--- src/rtl/telemetry_frame_receiver_unit_macros.svh ---
// ----------------------------------------------------------------------------
// Telemetry frame receiver assertion macros
// Shared concurrent assertion forms, compiled out for synthesis.
// ----------------------------------------------------------------------------
`ifndef TELEMETRY_FRAME_RECEIVER_UNIT_MACROS_SVH
`define TELEMETRY_FRAME_RECEIVER_UNIT_MACROS_SVH

`ifndef SYNTHESIS
`define TFR_ASSERT_IMPLY(name, clk, rst_n, pre, post) \
    name: assert property (@(posedge clk) disable iff (!rst_n) (pre) |-> (post)) \
        else $error("Same-cycle implication failed.");
`define TFR_ASSERT_NEXT(name, clk, rst_n, pre, post) \
    name: assert property (@(posedge clk) disable iff (!rst_n) (pre) |=> (post)) \
        else $error("Next-cycle implication failed.");
`else
`define TFR_ASSERT_IMPLY(name, clk, rst_n, pre, post)
`define TFR_ASSERT_NEXT(name, clk, rst_n, pre, post)
`endif

`endif

--- src/rtl/tfr_pkg.sv ---
// ----------------------------------------------------------------------------
// Telemetry frame receiver package
// Constants, codes and types shared by the receiver modules.
// ----------------------------------------------------------------------------
package tfr_pkg;

    localparam int DEF_PACKET_BYTES = 16;
    localparam int DEF_RECORD_WORDS = 16;
    localparam int MAX_PACKETS      = 8;

    localparam int BYTE_W     = 8;
    localparam int WORD_W     = 32;
    localparam int OP_W       = 2;
    localparam int IDX_W      = 4;
    localparam int BANK_W     = 2;
    localparam int IN_DATA_W  = 16;
    localparam int OUT_DATA_W = 40;
    localparam int OUT_DEPTH  = 3;
    localparam int OUT_PTR_W  = 2;
    localparam int OUT_CNT_W  = 2;

    localparam logic [BYTE_W-1:0] HEADER_BYTE  = 8'h55;
    localparam logic [BYTE_W-1:0] TRAILER_BYTE = 8'hFE;

    localparam logic KIND_STATUS = 1'b0;
    localparam logic KIND_WORD   = 1'b1;
    localparam logic STATUS_OK   = 1'b0;
    localparam logic STATUS_FAIL = 1'b1;

    typedef enum logic [OP_W-1:0] {
        OP_RECEIVE = 2'd0,
        OP_READ    = 2'd1,
        OP_CLEAR   = 2'd2
    } t_op;

    typedef enum logic [2:0] {
        MODE_PARSING   = 3'b001,
        MODE_STOP_OK   = 3'b010,
        MODE_STOP_FAIL = 3'b100
    } t_mode;

    typedef struct packed {
        logic                     kind;
        logic                     status;
        logic signed [WORD_W-1:0] word;
    } t_result;

    // Picks a storage bank that holds neither the record copy nor, when use_stg is set, the staged copy.
    function automatic logic [BANK_W-1:0] scratch_bank(
        input logic [BANK_W-1:0] rec,
        input logic [BANK_W-1:0] stg,
        input logic              use_stg
    );
        logic [BANK_W-1:0] busy;
        logic [BANK_W-1:0] pick;
        busy = use_stg ? stg : rec;
        if (rec != 2'd0 && busy != 2'd0) begin
            pick = 2'd0;
        end else if (rec != 2'd1 && busy != 2'd1) begin
            pick = 2'd1;
        end else begin
            pick = 2'd2;
        end
        return pick;
    endfunction

endpackage

--- src/rtl/tfr_out_fifo.sv ---
// ----------------------------------------------------------------------------
// Telemetry frame receiver result queue
// Three-entry register queue that decouples results from the output stall.
// ----------------------------------------------------------------------------
module tfr_out_fifo (
    input  logic                          i_clk,
    input  logic                          i_rst_n,
    input  logic                          i_push,
    input  tfr_pkg::t_result              i_push_item,
    input  logic                          i_pop,
    output tfr_pkg::t_result              o_item,
    output logic                          o_valid,
    output logic [tfr_pkg::OUT_CNT_W-1:0] o_count
);
    import tfr_pkg::*;

    t_result              r_buf [OUT_DEPTH];
    logic [OUT_PTR_W-1:0] r_wr_ptr;
    logic [OUT_PTR_W-1:0] r_rd_ptr;
    logic [OUT_CNT_W-1:0] r_cnt;
    logic [OUT_PTR_W-1:0] n_wr_ptr;
    logic [OUT_PTR_W-1:0] n_rd_ptr;
    logic [OUT_CNT_W-1:0] n_cnt;
    logic                 w_pop;

    assign w_pop   = i_pop && (r_cnt != '0);
    assign o_valid = (r_cnt != '0);
    assign o_item  = r_buf[r_rd_ptr];
    assign o_count = r_cnt;

    always_comb begin
        n_wr_ptr = r_wr_ptr;
        n_rd_ptr = r_rd_ptr;
        n_cnt    = r_cnt;
        if (i_push) begin
            n_wr_ptr = (r_wr_ptr == OUT_PTR_W'(OUT_DEPTH - 1)) ? '0 : r_wr_ptr + 1'b1;
        end
        if (w_pop) begin
            n_rd_ptr = (r_rd_ptr == OUT_PTR_W'(OUT_DEPTH - 1)) ? '0 : r_rd_ptr + 1'b1;
        end
        if (i_push && !w_pop) begin
            n_cnt = r_cnt + 1'b1;
        end else if (w_pop && !i_push) begin
            n_cnt = r_cnt - 1'b1;
        end
    end

    always_ff @(posedge i_clk) begin
        if (!i_rst_n) begin
            r_wr_ptr <= '0;
            r_rd_ptr <= '0;
            r_cnt    <= '0;
        end else begin
            r_wr_ptr <= n_wr_ptr;
            r_rd_ptr <= n_rd_ptr;
            r_cnt    <= n_cnt;
        end
    end

    always_ff @(posedge i_clk) begin
        if (i_push) begin
            r_buf[r_wr_ptr] <= i_push_item;
        end
    end

endmodule

--- src/rtl/telemetry_frame_receiver_unit.sv ---
// ----------------------------------------------------------------------------
// Telemetry frame receiver
// Deframes a byte stream into checksummed packets, stages their words and
// commits them to a word record at the end of each buffer.
//
//   Channel   Direction  Beat contents
//   s_*       in         operation, rx_byte, end_of_buffer, word_index
//   m_*       out        result_kind, parse_status, record_word
//
// One beat is accepted per cycle while fewer than three results wait in the
// output stage and the result queue together.
// A result passes the s1 stage register and the result queue; words are read
// from a banked word memory with a registered read and one write port.
// Record, staged and scratch copies live in three banks selected per word by
// bank pointers, so commit and clear need no copying of words.
// Reset needs no clearing pass: per-word valid flags make the record read zero.
// ----------------------------------------------------------------------------
`include "telemetry_frame_receiver_unit_macros.svh"

module telemetry_frame_receiver_unit #(
    parameter int PACKET_BYTES = tfr_pkg::DEF_PACKET_BYTES,
    parameter int RECORD_WORDS = tfr_pkg::DEF_RECORD_WORDS
) (
    input  logic                           i_clk,
    input  logic                           i_rst_n,
    input  logic                           s_tvalid,
    output logic                           s_tready,
    // Fields from bit 0: rx_byte [7:0], word_index [11:8], zero fill.
    input  logic [tfr_pkg::IN_DATA_W-1:0]  s_tdata,
    // Fields from bit 0: operation [1:0].
    input  logic [tfr_pkg::OP_W-1:0]       s_tuser,
    input  logic                           s_tlast,
    output logic                           m_tvalid,
    input  logic                           m_tready,
    // Fields from bit 0: parse_status [0], record_word [32:1], zero fill.
    output logic [tfr_pkg::OUT_DATA_W-1:0] m_tdata,
    // Fields from bit 0: result_kind [0].
    output logic                           m_tuser
);
    import tfr_pkg::*;

    localparam int WPP          = (PACKET_BYTES - 4) / 4;
    localparam int POS_W        = $clog2(PACKET_BYTES);
    localparam int RW_AW        = (RECORD_WORDS > 1) ? $clog2(RECORD_WORDS) : 1;
    localparam int MEM_DEPTH    = 3 << RW_AW;
    localparam int MEM_AW       = BANK_W + RW_AW;
    localparam int SLOT_W       = BYTE_W + $clog2(WPP + 1) + 1;
    localparam int ASM_W        = 3 * BYTE_W;
    localparam int IDX_EXT_W    = 7;
    localparam int OUT_PAD_W    = OUT_DATA_W - WORD_W - 1;

    localparam logic [POS_W-1:0] POS_HEADER   = '0;
    localparam logic [POS_W-1:0] POS_INDEX    = POS_W'(1);
    localparam logic [POS_W-1:0] POS_DATA_END = POS_W'(2 + 4 * WPP);
    localparam logic [POS_W-1:0] POS_SUM      = POS_W'(PACKET_BYTES - 2);
    localparam logic [POS_W-1:0] POS_LAST     = POS_W'(PACKET_BYTES - 1);

    logic [OP_W-1:0]      w_op;
    logic [BYTE_W-1:0]    w_byte;
    logic [IDX_W-1:0]     w_idx;
    logic                 w_acc;
    logic                 w_rx;
    logic                 w_rd;
    logic                 w_clr;

    logic [POS_W-1:0]     r_pos;
    logic [POS_W-1:0]     n_pos;
    logic [BYTE_W-1:0]    r_sum;
    logic [BYTE_W-1:0]    n_sum;
    logic                 r_hdr_bad;
    logic                 n_hdr_bad;
    logic [BYTE_W-1:0]    r_pnum;
    logic [BYTE_W-1:0]    n_pnum;
    t_mode                r_mode;
    t_mode                n_mode;
    t_mode                w_mode_tb;
    logic [POS_W-1:0]     w_pos_tb;
    logic [ASM_W-1:0]     r_asm;
    logic [ASM_W-1:0]     n_asm;
    logic [SLOT_W-1:0]    r_slot;
    logic [SLOT_W-1:0]    n_slot;
    logic [1:0]           w_lane;
    logic                 w_wr_en;
    logic                 w_pass;
    logic                 w_commit;
    logic                 w_status;

    logic [RECORD_WORDS-1:0] r_pend;
    logic [RECORD_WORDS-1:0] n_pend;
    logic [RECORD_WORDS-1:0] r_marks;
    logic [RECORD_WORDS-1:0] n_marks;
    logic [RECORD_WORDS-1:0] r_valid;
    logic [RECORD_WORDS-1:0] n_valid;
    logic [BANK_W-1:0]       r_rec [RECORD_WORDS];
    logic [BANK_W-1:0]       n_rec [RECORD_WORDS];
    logic [BANK_W-1:0]       r_stg [RECORD_WORDS];
    logic [BANK_W-1:0]       n_stg [RECORD_WORDS];
    logic [BANK_W-1:0]       w_scr [RECORD_WORDS];

    logic [WORD_W-1:0]    r_mem [MEM_DEPTH];
    logic [WORD_W-1:0]    r_rd_data;
    logic [RW_AW-1:0]     w_wr_slot;
    logic [BANK_W-1:0]    w_wr_bank;
    logic [MEM_AW-1:0]    w_wr_addr;
    logic [WORD_W-1:0]    w_wr_word;
    logic [IDX_EXT_W-1:0] w_idx_ext;
    logic [RW_AW-1:0]     w_rd_slot;
    logic                 w_rd_in;
    logic [MEM_AW-1:0]    w_rd_addr;

    logic                 r_s1_vld;
    logic                 r_s1_kind;
    logic                 r_s1_status;
    logic                 r_s1_ok;
    t_result              w_push_item;
    t_result              w_out_item;
    logic [OUT_CNT_W-1:0] w_fifo_cnt;
    logic [2:0]           w_inflight;

    assign w_op   = s_tuser;
    assign w_byte = s_tdata[7:0];
    assign w_idx  = s_tdata[11:8];
    assign w_acc  = s_tvalid && s_tready;
    assign w_rx   = w_acc && (w_op == OP_RECEIVE);
    assign w_rd   = w_acc && (w_op == OP_READ);
    assign w_clr  = w_acc && (w_op == OP_CLEAR);

    assign w_inflight = 3'(w_fifo_cnt) + 3'(r_s1_vld);
    assign s_tready   = (w_inflight <= 3'(OUT_DEPTH - 1));

    assign w_lane    = r_pos[1:0] - 2'd2;
    assign w_pos_tb  = (r_pos == POS_LAST) ? '0 : r_pos + 1'b1;
    assign w_wr_slot = r_slot[RW_AW-1:0];
    assign w_wr_bank = w_scr[w_wr_slot];
    assign w_wr_addr = {w_wr_bank, w_wr_slot};
    assign w_wr_word = {w_byte, r_asm};

    assign w_idx_ext = IDX_EXT_W'(w_idx);
    assign w_rd_slot = w_idx_ext[RW_AW-1:0];
    assign w_rd_in   = (w_idx_ext < IDX_EXT_W'(RECORD_WORDS));
    assign w_rd_addr = {r_rec[w_rd_slot], w_rd_slot};

    assign w_commit = w_rx && s_tlast && (w_pos_tb == '0);
    assign w_status = ((w_pos_tb != '0) || (w_mode_tb == MODE_STOP_FAIL)) ?
                      STATUS_FAIL : STATUS_OK;

    always_comb begin
        for (int i = 0; i < RECORD_WORDS; i++) begin
            w_scr[i] = scratch_bank(r_rec[i], r_stg[i], r_marks[i]);
        end
    end

    always_comb begin
        n_pos     = r_pos;
        n_sum     = r_sum;
        n_hdr_bad = r_hdr_bad;
        n_pnum    = r_pnum;
        w_mode_tb = r_mode;
        n_asm     = r_asm;
        n_slot    = r_slot;
        n_pend    = r_pend;
        w_wr_en   = 1'b0;
        w_pass    = 1'b0;
        if (w_rx) begin
            if (r_mode == MODE_PARSING) begin
                if (r_pos == POS_HEADER) begin
                    n_hdr_bad = (w_byte != HEADER_BYTE);
                end else if (r_pos == POS_INDEX) begin
                    n_pnum = w_byte;
                    n_slot = SLOT_W'(w_byte * WPP);
                end else if (r_pos < POS_DATA_END) begin
                    case (w_lane)
                        2'd0: n_asm = ASM_W'(w_byte);
                        2'd1: n_asm[15:8] = w_byte;
                        2'd2: n_asm[23:16] = w_byte;
                        2'd3: begin
                            w_wr_en = (r_slot < SLOT_W'(RECORD_WORDS));
                            n_slot  = r_slot + 1'b1;
                        end
                    endcase
                end else if (r_pos == POS_SUM) begin
                    if (w_byte != r_sum) begin
                        n_hdr_bad = 1'b1;
                    end
                end else if (r_pos == POS_LAST) begin
                    if (r_hdr_bad || (w_byte != TRAILER_BYTE)) begin
                        w_mode_tb = MODE_STOP_FAIL;
                    end else if (r_pnum >= BYTE_W'(MAX_PACKETS)) begin
                        w_mode_tb = MODE_STOP_OK;
                    end else begin
                        w_pass = 1'b1;
                    end
                end
                if (r_pos < POS_SUM) begin
                    n_sum = r_sum + w_byte;
                end
            end
            n_pos = w_pos_tb;
            if (r_pos == POS_LAST) begin
                n_sum     = '0;
                n_hdr_bad = 1'b0;
                n_pend    = '0;
            end
            if (w_wr_en) begin
                n_pend[w_wr_slot] = 1'b1;
            end
            if (s_tlast) begin
                n_pos     = '0;
                n_sum     = '0;
                n_hdr_bad = 1'b0;
                n_pnum    = '0;
                n_pend    = '0;
            end
        end
        n_mode = (w_rx && s_tlast) ? MODE_PARSING : w_mode_tb;
    end

    always_comb begin
        n_marks = r_marks;
        n_valid = r_valid;
        n_rec   = r_rec;
        n_stg   = r_stg;
        for (int i = 0; i < RECORD_WORDS; i++) begin
            if (w_pass && r_pend[i]) begin
                n_marks[i] = 1'b1;
                n_stg[i]   = w_scr[i];
            end
        end
        if (w_commit) begin
            for (int i = 0; i < RECORD_WORDS; i++) begin
                if (n_marks[i]) begin
                    n_rec[i]   = n_stg[i];
                    n_valid[i] = 1'b1;
                end
            end
        end
        if (w_rx && s_tlast) begin
            n_marks = '0;
        end
        if (w_clr) begin
            n_valid = '0;
        end
    end

    always_ff @(posedge i_clk) begin
        if (!i_rst_n) begin
            r_pos     <= '0;
            r_sum     <= '0;
            r_hdr_bad <= 1'b0;
            r_pnum    <= '0;
            r_mode    <= MODE_PARSING;
            r_pend    <= '0;
            r_marks   <= '0;
            r_valid   <= '0;
            for (int i = 0; i < RECORD_WORDS; i++) begin
                r_rec[i] <= '0;
                r_stg[i] <= '0;
            end
            r_s1_vld  <= 1'b0;
        end else begin
            r_pos     <= n_pos;
            r_sum     <= n_sum;
            r_hdr_bad <= n_hdr_bad;
            r_pnum    <= n_pnum;
            r_mode    <= n_mode;
            r_pend    <= n_pend;
            r_marks   <= n_marks;
            r_valid   <= n_valid;
            r_rec     <= n_rec;
            r_stg     <= n_stg;
            r_s1_vld  <= (w_rx && s_tlast) || w_rd;
        end
    end

    always_ff @(posedge i_clk) begin
        r_asm  <= n_asm;
        r_slot <= n_slot;
        if (w_rx) begin
            r_s1_kind   <= KIND_STATUS;
            r_s1_status <= w_status;
            r_s1_ok     <= 1'b0;
        end else if (w_rd) begin
            r_s1_kind   <= KIND_WORD;
            r_s1_status <= STATUS_OK;
            r_s1_ok     <= w_rd_in && r_valid[w_rd_slot];
        end
    end

    always_ff @(posedge i_clk) begin
        if (w_wr_en) begin
            r_mem[w_wr_addr] <= w_wr_word;
        end
        if (w_rd) begin
            r_rd_data <= r_mem[w_rd_addr];
        end
    end

    assign w_push_item.kind   = r_s1_kind;
    assign w_push_item.status = r_s1_status;
    assign w_push_item.word   = r_s1_ok ? r_rd_data : '0;

    tfr_out_fifo u_out_fifo (
        .i_clk       (i_clk),
        .i_rst_n     (i_rst_n),
        .i_push      (r_s1_vld),
        .i_push_item (w_push_item),
        .i_pop       (m_tready),
        .o_item      (w_out_item),
        .o_valid     (m_tvalid),
        .o_count     (w_fifo_cnt)
    );

    assign m_tdata = {{OUT_PAD_W{1'b0}}, w_out_item.word, w_out_item.status};
    assign m_tuser = w_out_item.kind;

    `TFR_ASSERT_IMPLY(a_queue_room, i_clk, i_rst_n, r_s1_vld, w_fifo_cnt != OUT_CNT_W'(OUT_DEPTH))
    `TFR_ASSERT_IMPLY(a_record_bank_safe, i_clk, i_rst_n, w_wr_en, w_wr_bank != r_rec[w_wr_slot])
    `TFR_ASSERT_NEXT(a_status_follows_end, i_clk, i_rst_n, w_rx && s_tlast, r_s1_vld)
    `TFR_ASSERT_NEXT(a_marks_clear_at_end, i_clk, i_rst_n, w_rx && s_tlast, r_marks == '0)

endmodule
--- config.mk ---
export PLATFORM = sky130hd
export DESIGN_NAME = telemetry_frame_receiver_unit
export DESIGN_NICKNAME = d
export VERILOG_FILES = /design/src/rtl/tfr_pkg.sv /design/src/rtl/tfr_out_fifo.sv /design/src/rtl/telemetry_frame_receiver_unit.sv
export VERILOG_INCLUDE_DIRS = /design/src /design/src/rtl
export SDC_FILE = /design/constraint.sdc
export NUM_CORES = 2
export LEC_CHECK = 0
export ABC_AREA = 1
export BUFFER_PORTS_ARGS = -buffer_cell sky130_fd_sc_hd__buf_2
export CAP_MARGIN = 40
export CORE_MARGIN = 8
export CORE_UTILIZATION = 30
export CTS_BUF_LIST = sky130_fd_sc_hd__clkbuf_2 sky130_fd_sc_hd__clkbuf_4 sky130_fd_sc_hd__clkbuf_8
export CTS_CLUSTER_SIZE = 12
export DETAILED_ROUTE_END_ITERATION = 8
export GPL_ROUTABILITY_DRIVEN = 0
export PLACE_DENSITY = 0.41
export SYNTH_ARGS = -nofsm -noshare
export SYNTH_HDL_FRONTEND = slang
export SYNTH_HIERARCHICAL = 1
export SYNTH_SLANG_ARGS = --single-unit
--- constraint.sdc ---
create_clock -name i_clk -period 5.3 [get_ports i_clk]
set_input_delay 0.795 -clock i_clk [delete_from_list [all_inputs] [get_ports i_clk]]
set_output_delay 0.795 -clock i_clk [all_outputs]
set_load 0.005 [all_outputs]
==> impl_summary.txt <==
----------------------------------------------------
[Yosys]
  Syn_area_per_cell ... about 11 um2
  Area share of and/or/nand/nor cells after synthesis ... 0.149
  Main flop type after synthesis ... edfxtp_1
  Post-Synth Adder-Cell Area ... 0.00607
  Async SR Flop Fraction ... 0
  Most frequent cell after synthesis ... edfxtp_1
  Area fraction in compound gates after synthesis ... 0.0989
  Share of Yosys cell area claimed by the top area cell type ... 0.668
  Count of distinct cell types in the synthesized netlist ... 57
  Seq cells post-synth ... 1850
  Sequential area share after synthesis ... 0.705
  Most area-hungry cell type in the Yosys netlist ... edfxtp_1
  Top cells by area, synth ... edfxtp_1, nor2_1, o21ai_0
  Post-synth EDFFs ... about 1.7k
  Synth Area in XOR/XNOR ... 0.000913
  Number of warning messages in the yosys log ... 6
  Post-Syn Instances ... roughly 6.8k
  Most frequent cells after synthesis ... edfxtp_1, nor2_1, nand2_1, o21ai_0, nand3_1
  Combinational family with the most area after synthesis ... simple AND/OR/NAND/NOR gates
  Mux contribution to synthesized area ... 0
  Synthesized area ... 76700 um2

[GRT]
  Grt total ovfl ... 0
  Via count of the first global-routing pass ... between 50k and 60k
  Initial antenna violation count ... 25
  Global-route total usage across every layer ... 0.180
  Wire length of the first global-routing pass ... roughly 360000 um
  Pin count of the biggest net entering global routing ... 155

[Drt]
  Routed length on met2 ... roughly 110000 um
  Vias ... 52.3k
  Post-detailed-route wirelength per cell ... 23.8 um
  Topmost layer with routed signal wires ... met5
  Antenna-violating nets left ... 0
  Vias per cell ... approximately 5
  Met1 layer wirelength in the final routing ... 116000 um
  Detailed-router iteration count before antenna repair ... 5
  Detail Route met3 WL ... 15000 um
  Wire length reported by the detailed router ... between 200000 and 300000 um
  Violation count after the first detailed-routing iteration ... ~4.4k
  DRC ... 0

[Place]
  Total of buffers placed on input and output ports ... 54
  Placement Cell Area ... 81600 um2
  Post-detail-place hpwl ... between 100000 and 150000 um
  Instance count after placement with tap cells included ... roughly 10k
  Placement Setup Slack ... 0.927 ns

[Clock network]
  Number of CTS-inserted buffers ... ~350
  Count of buffers added by post-CTS timing repair for setup ... 0
  Clock transition time at the flip-flop clock pins of the worst setup and hold paths ... 0.05 ns
  CTS Root Cell ... clkbuf_8
  Count of instances resized after the clock tree is built ... 0
  CTS hold repair buffers ... 0
  Depth of the CTS H-tree ... 5
  Clock Sinks ... 1850
  TritonCTS clock tree ... yes
  Buffer levels on the longest clock path ... 4
  Clk_lat worst skew ... 1.09 ns

[Hold path]
  Classification of the worst-slack hold path ... input pin to flop

[Pwr]
  Design Power ... about 31 mW
  VDD IR max ... about 280 uV
  Static Leakage ... between 20 and 30 nW
  Power per standard cell area ... approximately 360 nW/um2

[Critical path]
  Ordered cell list for the critical path ... inv_1 > ha_1 > nand2_1 > nand2_1 > nor4_2 > nand2_1 > nor2_4 > nand2_1 > nor2_4 > buf_12
  Data arrival, critical path ... just over 5 ns
  Worst setup path category ... flop to flop
  Cell with the largest stage delay on the worst path ... nor2_4
  Crit path capture type ... flop
  Most prevalent standard cell on the critical path ... nand2_1
  CP startpoint kind ... flop
  Worst Path Required ... 5.98 ns
  Biggest fanout along the worst timing path ... 20
  Max incr delay on CP ... ~0.8 ns

[Floorplanning]
  Overall die area ... 272000 um2
  Height of the die ... ~520 um
  Starting utilization of the core area ... 0.302
  Core box area ... roughly 250000 um2
  I/O pins ... 66
  Row cnt ... around 190
  Die extent in x ... ~520 um

[STA]
  Tightest hold margin ... about 0.14 ns
  Final TNS setup ... 0 ns
  Highest attainable clock frequency ... roughly 230 MHz
  Pin slew with the least headroom to its limit ... 0.973 ns
  Number of endpoints failing setup at the final stage ... 0
  Final hold vios ... 0
  Number of pins exceeding their max-slew limit in the final report ... 0
  Min Tclk post-route ... 4.39 ns
  Portion of the clock cycle consumed by the worst path in the final layout ... 0.828
  Worst rel slew slack ... 0.351
  Skew final ... ~0.085 ns
  Setup WS post-layout ... 0.913 ns
  Unrepaired setup endpoints after global routing ... no

[Outcome]
  Outcome ... completed

[Finish]
  Total non-filler cell area in the finished layout ... around 88000 um2
  Finished Core Util ... 0.347
  Proportion of layout cells with a drive suffix above 1 ... 0.121
  Post-synthesis to final-layout area growth ... 14.8%
  Filler cells ... about 25k
  Nets@finish ... 7040
  Finished Layout Cells ... approximately 11k

[Flow run]
  Maximum capacitance violations ... 0

----------------------------------------------------
## cell families (layout without fill, tap and decap cells)
family,count (synthesis),in the layout
DFF,1850,1850
adders and majority gates,36,36
AOI/OAI and AO/OA,1448,1448
and+or+nand+nor,2814,2814
buffers and inverters,635,1068
xor gates and xnor gates,8,8
other,1,21
## final cells by class
class                   count  area, um2  area share
multi-input cells        4313      20000       0.227
clock buffers             484       5890      0.0669
well taps                3366       4210      0.0478
repair buffers            234       2360      0.0268
inverters                 234        925      0.0105
diodes                     14       35.0    0.000398
flip-flops and latches   1850      54100       0.614
clock inverters           116        596     0.00676
## layout by cell type, fill, tap and decap left out, types with 4 or more instances in the layout
master,instances
a21oi_1,190
a21oi_2,11
and2_1,12
buf_12,46
buf_16,5
buf_2,50
buf_4,124
buf_8,6
bufinv_16,4
clkbuf_4,123
clkbuf_8,361
clkinv_1,81
clkinv_2,28
clkinvlp_4,4
conb_1,7
dfxtp_1,142
diode_2,14
edfxtp_1,1706
ha_1,34
inv_1,224
nand2_1,1121
nand2_2,10
nand2_4,7
nand3_1,282
nand3_2,5
nand3_4,7
nand4_1,85
nor2_1,1215
nor2_4,51
nor3_1,10
o211ai_1,8
o21ai_0,883
o21ai_1,177
o21ai_2,4
o22ai_1,161
xor2_1,5
## per-layer routing
layer  vias up  track usage
met2      1407        0.286
met1     26100        0.251
met5         -            0
met3       431       0.0342
met4         4       0.0507
li1      24300            -
## power breakdown
group	internal, mW	leakage (nW)	total, mW	switching [mW]
combinational	0.543	10.6	2.08	1.53
clock	7.31	3.46	13.3	6.01
sequential	15.9	15.2	15.9	0.0457
total	23.7	29.3	31.3	7.58
## registers in the layout (all words and copies together), names as in the netlist, 11 cells and up, named ones only
| signal | cells |
|---|---|
| r_asm | 24 |
| r_marks | 16 |
| r_mem | 1536 |
| r_pend | 16 |
| r_rd_data | 32 |
| r_rec | 32 |
| r_slot | 11 |
| r_stg | 32 |
| r_valid | 16 |
| u_out_fifo/r_buf | 102 |
## worst max-delay path: cells and delay by family, from the launching register on
kind                       cells  cell delay [ns]
and+or+nand+nor                7             2.87
DFF                            1             0.49
buffers and inverters          2             0.38
adders and majority gates      1             0.24
## worst paths after layout
kind                            cells past startpoint                      from                       end  slack (ns)
worst min-delay path                                4                   s_tlast     r_pos[1]$_SDFFE_PN0P_        0.14
worst max register to register                     10     r_pos[1]$_SDFFE_PN0P_   r_mem[18][13]$_DFFE_PP_        0.91
worst min register to register                      2  r_valid[12]$_SDFFE_PP0P_  r_valid[12]$_SDFFE_PP0P_        0.45
worst max-delay path                               10     r_pos[1]$_SDFFE_PN0P_   r_mem[18][13]$_DFFE_PP_        0.91
Note: power is estimated with default switching activity, not from simulation.
